--- config.mk ---
export PLATFORM = sky130hd
export DESIGN_NAME = multi_channel_debounce_long_press
export DESIGN_NICKNAME = d
export VERILOG_FILES = /design/src/rtl/mcdlp_pkg.sv /design/src/rtl/mcdlp_channel.sv /design/src/rtl/multi_channel_debounce_long_press.sv
export SDC_FILE = /design/constraint.sdc
export NUM_CORES = 1
export LEC_CHECK = 0
export ABC_AREA = 1
export BUFFER_PORTS_ARGS = -buffer_cell sky130_fd_sc_hd__buf_2
export CORE_ASPECT_RATIO = 1.2
export CORE_UTILIZATION = 36
export CTS_CLUSTER_SIZE = 30
export DETAILED_ROUTE_END_ITERATION = 10
export HOLD_SLACK_MARGIN = 0.05
export SLEW_MARGIN = 20
export SYNTH_ARGS = -nofsm -noshare
export SYNTH_HDL_FRONTEND = slang
export SYNTH_HIERARCHICAL = 1
export SYNTH_SLANG_ARGS = --single-unit
--- constraint.sdc ---
create_clock -name clk_i -period 2.9 [get_ports clk_i]
set_clock_uncertainty 0.1 [all_clocks]
set_input_delay 0.29 -clock clk_i [delete_from_list [all_inputs] [get_ports clk_i]]
set_output_delay 0.29 -clock clk_i [all_outputs]
set_load 0.005 [all_outputs]
--- src/rtl/mcdlp_pkg.sv ---
// Shared types and constants for the multi-channel debouncer with long press.
package mcdlp_pkg;

  localparam int MaxChannels     = 8;
  localparam int ChannelsDef     = 8;
  localparam int CountWidthDef   = 8;
  localparam int FiltW           = 8;
  localparam int StateW          = 2;
  localparam int CfgDataW        = 64;
  localparam int CfgIdxW         = 8;
  localparam int ActiveW         = 4;
  localparam int PinW            = MaxChannels;
  localparam int StatesW         = StateW * MaxChannels;

  // Configuration register indexes
  localparam logic [CfgIdxW-1:0] RegPressFilters    = CfgIdxW'(0);
  localparam logic [CfgIdxW-1:0] RegReleaseFilters  = CfgIdxW'(1);
  localparam logic [CfgIdxW-1:0] RegLongPressLimits = CfgIdxW'(2);
  localparam logic [CfgIdxW-1:0] RegActiveChannels  = CfgIdxW'(3);

  typedef enum logic [StateW-1:0] {
    StReleased = 2'd0,
    StPressed  = 2'd1,
    StLong     = 2'd2
  } state_e;

  // Per-channel thresholds
  typedef struct packed {
    logic [FiltW-1:0] press_filt;
    logic [FiltW-1:0] release_filt;
    logic [FiltW-1:0] long_limit;
  } chan_cfg_t;

endpackage

--- src/rtl/mcdlp_channel.sv ---
// One debouncer channel: state, qualify counter and next-state logic.
module mcdlp_channel #(
  parameter int COUNT_WIDTH = mcdlp_pkg::CountWidthDef
) (
  input  logic                   clk_i,
  input  logic                   rst_ni,
  input  logic                   advance_i,
  input  logic                   active_i,
  input  logic                   level_i,
  input  mcdlp_pkg::chan_cfg_t   cfg_i,
  output mcdlp_pkg::state_e      state_d_o
);

  localparam logic [COUNT_WIDTH-1:0] CntMax = {COUNT_WIDTH{1'b1}};

  mcdlp_pkg::state_e       state_q, state_d;
  logic [COUNT_WIDTH-1:0]  count_q, count_d;
  logic [COUNT_WIDTH-1:0]  count_inc;
  logic [mcdlp_pkg::FiltW-1:0] count_ext;

  // saturating increment
  assign count_inc = (count_q == CntMax) ? CntMax : count_q + COUNT_WIDTH'(1);
  assign count_ext = mcdlp_pkg::FiltW'(count_inc);

  always_comb begin
    state_d = mcdlp_pkg::StReleased;
    count_d = '0;
    if (active_i) begin
      unique case (state_q)
        mcdlp_pkg::StReleased: begin
          if (level_i) begin
            if (count_ext > cfg_i.press_filt) begin
              state_d = mcdlp_pkg::StPressed;
            end else begin
              count_d = count_inc;
            end
          end
        end
        mcdlp_pkg::StPressed, mcdlp_pkg::StLong: begin
          state_d = state_q;
          if (!level_i) begin
            if (count_ext > cfg_i.release_filt) begin
              state_d = mcdlp_pkg::StReleased;
            end else begin
              count_d = count_inc;
            end
          end else if (state_q == mcdlp_pkg::StPressed && cfg_i.long_limit != '0) begin
            // held press counts toward long press on the shared counter
            if (count_ext > cfg_i.long_limit) begin
              state_d = mcdlp_pkg::StLong;
            end else begin
              count_d = count_inc;
            end
          end
        end
        default: begin
          state_d = mcdlp_pkg::StReleased;
        end
      endcase
    end
  end

  always_ff @(posedge clk_i or negedge rst_ni) begin
    if (!rst_ni) begin
      state_q <= mcdlp_pkg::StReleased;
      count_q <= '0;
    end else if (advance_i) begin
      state_q <= state_d;
      count_q <= count_d;
    end
  end

  assign state_d_o = state_d;

  a_inactive_clears: assert property (@(posedge clk_i) disable iff (!rst_ni)
    advance_i && !active_i |=> state_q == mcdlp_pkg::StReleased && count_q == '0)
    else $error("inactive channel not held at reset");

  a_no_long_from_released: assert property (@(posedge clk_i) disable iff (!rst_ni)
    advance_i && state_q == mcdlp_pkg::StReleased |=> state_q != mcdlp_pkg::StLong)
    else $error("released channel jumped to long press");

  a_hold_when_idle: assert property (@(posedge clk_i) disable iff (!rst_ni)
    !advance_i |=> $stable(state_q) && $stable(count_q))
    else $error("channel state moved without a request");

  a_long_clears_count: assert property (@(posedge clk_i) disable iff (!rst_ni)
    state_q == mcdlp_pkg::StLong && $past(state_q) == mcdlp_pkg::StPressed
      |-> count_q == '0)
    else $error("counter not cleared on long-press entry");

endmodule

--- src/rtl/multi_channel_debounce_long_press.sv ---
// Top level of the multi-channel push-button debouncer with long press.
//
//   port group   dir  handshake                 payload
//   input        in   in_valid_i / in_ready_o   pin_levels_i[7:0]
//   result       out  out_valid_o / out_ready_i channel_states_o[15:0]
//   config       in   cfg_we_i (no wait)        cfg_idx_i, cfg_wdata_i[63:0]
//
// One request per cycle sustained while out_ready_i is high.
// An input register feeds the parallel channel logic, which loads the result
// register and the channel state in the same edge.
// Reset clears all channel states, counters, configuration and valid flags.
// A stalled result holds the input register; in_ready_o drops only when both
// the input and result registers are full and the result is not taken.
module multi_channel_debounce_long_press #(
  parameter int CHANNELS    = mcdlp_pkg::ChannelsDef,
  parameter int COUNT_WIDTH = mcdlp_pkg::CountWidthDef
) (
  input  logic                              clk_i,
  input  logic                              rst_ni,
  input  logic                              in_valid_i,
  output logic                              in_ready_o,
  input  logic [mcdlp_pkg::PinW-1:0]        pin_levels_i,
  output logic                              out_valid_o,
  input  logic                              out_ready_i,
  output logic [mcdlp_pkg::StatesW-1:0]     channel_states_o,
  input  logic                              cfg_we_i,
  input  logic [mcdlp_pkg::CfgIdxW-1:0]     cfg_idx_i,
  input  logic [mcdlp_pkg::CfgDataW-1:0]    cfg_wdata_i
);

  logic [mcdlp_pkg::CfgDataW-1:0] press_q, release_q, long_q;
  logic [mcdlp_pkg::ActiveW-1:0]  active_q, active_n;

  logic                            s1_valid_q;
  logic [CHANNELS-1:0]             pins_q;
  logic                            advance;
  logic                            out_valid_q;
  logic [mcdlp_pkg::StatesW-1:0]   states_q, states_d;

  // configuration registers
  always_ff @(posedge clk_i or negedge rst_ni) begin
    if (!rst_ni) begin
      press_q   <= '0;
      release_q <= '0;
      long_q    <= '0;
      active_q  <= '0;
    end else if (cfg_we_i) begin
      unique case (cfg_idx_i)
        mcdlp_pkg::RegPressFilters:    press_q   <= cfg_wdata_i;
        mcdlp_pkg::RegReleaseFilters:  release_q <= cfg_wdata_i;
        mcdlp_pkg::RegLongPressLimits: long_q    <= cfg_wdata_i;
        mcdlp_pkg::RegActiveChannels:  active_q  <= cfg_wdata_i[mcdlp_pkg::ActiveW-1:0];
        default: ;
      endcase
    end
  end

  assign active_n = (active_q > mcdlp_pkg::ActiveW'(CHANNELS))
                    ? mcdlp_pkg::ActiveW'(CHANNELS) : active_q;

  // input register moves to the result register when that is free or taken
  assign advance    = s1_valid_q && (!out_valid_q || out_ready_i);
  assign in_ready_o = !s1_valid_q || advance;

  always_ff @(posedge clk_i or negedge rst_ni) begin
    if (!rst_ni) begin
      s1_valid_q  <= 1'b0;
      out_valid_q <= 1'b0;
    end else begin
      if (in_ready_o) begin
        s1_valid_q <= in_valid_i;
      end
      if (advance) begin
        out_valid_q <= 1'b1;
      end else if (out_ready_i) begin
        out_valid_q <= 1'b0;
      end
    end
  end

  always_ff @(posedge clk_i) begin
    if (in_valid_i && in_ready_o) begin
      pins_q <= pin_levels_i[CHANNELS-1:0];
    end
    if (advance) begin
      states_q <= states_d;
    end
  end

  for (genvar i = 0; i < mcdlp_pkg::MaxChannels; i++) begin : g_ch
    if (i < CHANNELS) begin : g_used
      mcdlp_pkg::chan_cfg_t ch_cfg;
      mcdlp_pkg::state_e    ch_state_d;

      assign ch_cfg.press_filt   = press_q[mcdlp_pkg::FiltW*i +: mcdlp_pkg::FiltW];
      assign ch_cfg.release_filt = release_q[mcdlp_pkg::FiltW*i +: mcdlp_pkg::FiltW];
      assign ch_cfg.long_limit   = long_q[mcdlp_pkg::FiltW*i +: mcdlp_pkg::FiltW];

      mcdlp_channel #(
        .COUNT_WIDTH (COUNT_WIDTH)
      ) u_channel (
        .clk_i     (clk_i),
        .rst_ni    (rst_ni),
        .advance_i (advance),
        .active_i  (mcdlp_pkg::ActiveW'(i) < active_n),
        .level_i   (pins_q[i]),
        .cfg_i     (ch_cfg),
        .state_d_o (ch_state_d)
      );

      assign states_d[mcdlp_pkg::StateW*i +: mcdlp_pkg::StateW] = ch_state_d;
    end else begin : g_unused
      assign states_d[mcdlp_pkg::StateW*i +: mcdlp_pkg::StateW] = '0;
    end
  end

  assign out_valid_o      = out_valid_q;
  assign channel_states_o = states_q;

endmodule
==> results.txt <==
- Yosys printed 6 warnings.
* Core region area: 0.0559 mm^2
- Walking the worst path, the cells encountered are ha_2 -> nand2_4 -> nor2_4 -> nand3_2 -> nor3_4 -> o21bai_4 -> buf_4 -> ha_1 -> a21oi_2 -> o21a_1 -> nand2_1 -> nand2_1 -> nand3_2 -> nand2_4 -> nand2_1 -> nand2_1.
- The max-slew violation count is 0.
- The die is 219 um wide.
- Cell mode on critical path: sky130_fd_sc_hd__nand2_1
* Number of routed nets with antenna violations: 0
- Die Outline Area: 0.0574 mm^2
- Critical path data arrival time: 3190 ps
* Post-synthesis instance area: 0.0203 mm^2
- Kind of end point of the critical path: register
- TritonCTS sink count: 302
- First-pass DRT Iterations: 4
- The most used flip-flop cell after synthesis is sky130_fd_sc_hd__dfrtp_1.
* Clock transition at path regs: 60 ps
* Result of the run: finished, final reports clean
- After detailed routing, the number of remaining DRC violations is 0.
- At the end of routability-driven placement, the weighted congestion stood at 0.844.
* Critical path's largest stage delay: 410 ps
* Via count normalized by instance count: 4.73
* Starting Density: 0.363
* Number of fill cells: 5662
- The cell sitting at the root of the clock tree is a sky130_fd_sc_hd__clkbuf_16.
- Total power density per cell area: 429 mW/mm^2
- Counting both buffers and inverters, the worst setup path holds a total of 1.
* I/O pin total: 103
- Asr flop ratio synth: 0.921
- Portion of the post-synthesis area used by sequential elements: 0.378
* Largest fanout on the critical path: 8
- Type of element launching the critical path: register
- Count of mapped cells out of synthesis: 2738
* # port buffers: 102
- Entering global routing, the biggest net connects 108 pins.
- On the critical path, the stage with the largest delay is an instance of sky130_fd_sc_hd__dfrtp_1.
- Top cells by area in the synthesized netlist: sky130_fd_sc_hd__dfrtp_1 34%, sky130_fd_sc_hd__nand2_1 18%, sky130_fd_sc_hd__ha_1 14%
- In the global route stage, overall resource usage came out at 0.184.
* Die extent in y: 262 um
* Netlist cell types: 37
- Of the cells placed in the final design, the portion with a size suffix greater than 1 is 0.169.
- Setup repair after global routing missed its margin: yes
- Synthesis inferred 302 register bits.
- Slew @ Worst Pin: 854 ps
* Smallest hold slack: 72.2 ps
* Total chip power: 10.6 mW
- The final number of hold-violating endpoints is 0.
- TritonCTS clock tree: done
- Post-DR wirelength/cell: 14.4 um
- Post-DP HPWL: 37000 um
- H-tree levels: 2
- In this run the number of cells on the critical path is 16.
- Total clock buffers created by CTS: 35
* Worst slew slack as a fraction of its limit: 0.431
- Number of setup violations in the final report: 0
* Final core area utilization: 0.442
* Syn Area/Cell: 7.42 um^2
- Class of the most critical hold timing path: input port to register
- Reg-to-reg endpoint: g_ch[5].g_used.u_channel/count_q[3]
* Synth-to-Final Area Change: 21.5%
- Critical Path RT: 3250 ps
- Largest buffer count on any clock path: 3
- The worst path in the final design needs a cycle of 2840 ps, including I/O delays and setup.
- The cell family contributing the most delay on the critical path is simple AND/OR/NAND/NOR gates.
* Worst vdd rail ir drop: 0.284 mV
- Yosys mapped a number of flops with a built-in enable equal to 24.
- The startpoint identified for the worst register-to-register timing path is g_ch[5].g_used.u_channel/count_q[0].
* First-pass GRT wire length: 85600 um
- Following the worst setup path forward leads to its endpoint at g_ch[5].g_used.u_channel/count_q[3].
- Final Net Count: 3267
- The number of nets handed over by synthesis was 3047.
- In this run the core area contains 95 standard-cell rows.
- Number of global-route vias before repair: 17100
- Final clock period utilization by the worst path: 0.979
- In this run, the number of DRC markers left after iteration 0 of detailed routing was 776.
- For the worst flop-to-flop path, the logic depth is 16.
- Summed over all layers, the global routing overflow is 0.
* Insertion delay to the later sink of the worst-skew pair: 530 ps
* WL final: 53400 um
- Area of the multi-input gates: 0.0114 mm^2
- For this design the static power due to leakage is 13.4 nW.
* Reg2Reg Setup Slack: 60 ps
- Of all cell types, the one taking the most synthesized area is sky130_fd_sc_hd__dfrtp_1.
- The initial antenna violation count is 2.
* Count of max-cap constraint violations: 0
- Total via count after detailed routing: 17600
* Peak Freq: 352 MHz
- Summing all flip-flop and latch instances after layout gives 0.00768 mm^2.
* Origin of the worst setup path: g_ch[5].g_used.u_channel/count_q[0]
* Most instantiated library cell after synthesis: sky130_fd_sc_hd__nand2_1
- After synthesis, the most frequently instantiated cells are 950 x sky130_fd_sc_hd__nand2_1, 390 x sky130_fd_sc_hd__inv_1, 278 x sky130_fd_sc_hd__dfrtp_1, 251 x sky130_fd_sc_hd__nand3_1, 237 x sky130_fd_sc_hd__nor2_1.
* Post-synth top area share: 0.343
- The setup path with the least slack is of type register to register.
flip-flops by register name, summed over array words and instances, names as in the netlist:
signal                         count
g_ch.g_used.u_channel/count_q     64
long_q                            64
press_q                           64
release_q                         64
channel_states_o                  16
g_ch.g_used.u_channel/state_q     16
pins_q                             8
active_q                           4
out_valid_o                        1
s1_valid_q                         1
layout make-up:
cell class / instances / share of cell area
Multi-Input combinational cell: 1959 / 0.462
Sequential cell: 302 / 0.311
Timing Repair Buffer: 252 / 0.0812
Inverter: 408 / 0.0623
Clock buffer: 45 / 0.0400
Tap cell: 727 / 0.0369
Clock inverter: 18 / 0.00598
Antenna cell: 1 / 0.000101
how the worst min path moves through the flow:
stage / slack, ps / from / endpoint / depth (start not counted)
4_1_cts: 60 / cfg_idx_i[0] / long_q[6] / 5
5_1_grt: 90 / cfg_idx_i[0] / long_q[6] / 5
3_5_place_dp: 270 / rst_ni / g_ch[2].g_used.u_channel/count_q[1] / 1
6_report: 70 / cfg_idx_i[0] / long_q[7] / 5
3_3_place_gp: 260 / rst_ni / long_q[17] / 1
2_1_floorplan: -110 / rst_ni / active_q[0] / 0
worst min-delay path: cells and delay by family:
kind / cells / cell delay, ps
buffers and inverters: 1 / 110
AND/OR/NAND/NOR: 4 / 270
cells by family (layout without fill, tap and decap cells):
logic type	after synthesis	count (layout)	synth area share
compound gates	172	172	0.0488
xor+xnor	12	12	0.00518
fa+ha+maj	224	224	0.138
buf+inv	477	723	0.102
flops	302	302	0.378
other cells	0	1	0
simple gates	1551	1551	0.328
metrics by stage:
step,setup TNS (ps),setup slack (ps),area (um^2),std cells
final,0,62.2,24700,3712
after floorplan,0,480,20300,2738
after CTS,0,137,23400,3663
after detailed placement,0,148,21500,3524
after global routing,-3070,-122,24700,3712
after global placement,0,146,21500,3524
where the power goes:
part	switching (mW)	total, mW	internal, mW
combinational	1.05	1.61	0.564
sequential	0.127	4.57	4.44
clock	1.82	4.41	2.59
routing by layer:
metal	share of wire	routed length [um]	global-route usage
met1	0.45	24100	0.233
met2	0.50	26700	0.331
met3	0.026	1410	0.0200
met4	0.022	1170	0.0469
met5	0.00024	13	0
layout by cell type, fill, tap and decap left out, types with 7 or more instances in the layout:
cell type and count:
sky130_fd_sc_hd__nand4_1 38, sky130_fd_sc_hd__ha_4 26, sky130_fd_sc_hd__xor2_1 9, sky130_fd_sc_hd__buf_12 11
sky130_fd_sc_hd__buf_6 8, sky130_fd_sc_hd__nand2_1 902, sky130_fd_sc_hd__nand3_2 11, sky130_fd_sc_hd__nand2_4 11
sky130_fd_sc_hd__inv_2 40, sky130_fd_sc_hd__dlygate4sd3_1 76, sky130_fd_sc_hd__ha_1 192, sky130_fd_sc_hd__dfrtp_1 277
sky130_fd_sc_hd__edfxtp_1 24, sky130_fd_sc_hd__nor2_4 11, sky130_fd_sc_hd__o21a_1 8, sky130_fd_sc_hd__a21oi_1 76
sky130_fd_sc_hd__nor3_4 9, sky130_fd_sc_hd__a31oi_1 7, sky130_fd_sc_hd__nor3_1 8, sky130_fd_sc_hd__buf_2 101
sky130_fd_sc_hd__inv_1 359, sky130_fd_sc_hd__nor2_2 27, sky130_fd_sc_hd__buf_4 55, sky130_fd_sc_hd__clkinv_1 10
sky130_fd_sc_hd__clkbuf_16 37, sky130_fd_sc_hd__nand3_1 246, sky130_fd_sc_hd__a21oi_2 36, sky130_fd_sc_hd__clkinv_2 9
sky130_fd_sc_hd__nand2_2 57, sky130_fd_sc_hd__a21o_1 16, sky130_fd_sc_hd__nor2_1 210, sky130_fd_sc_hd__or2_2 12
repair_timing:
action                                  4_1_cts  5_1_grt
setup buffers                                 0       48
resized for setup                             0      221
endpoints found under the setup margin        0       83
hold endpoints to repair                    287        0
hold buffers                                 76        0
Note: power is estimated with default switching activity, not from simulation.
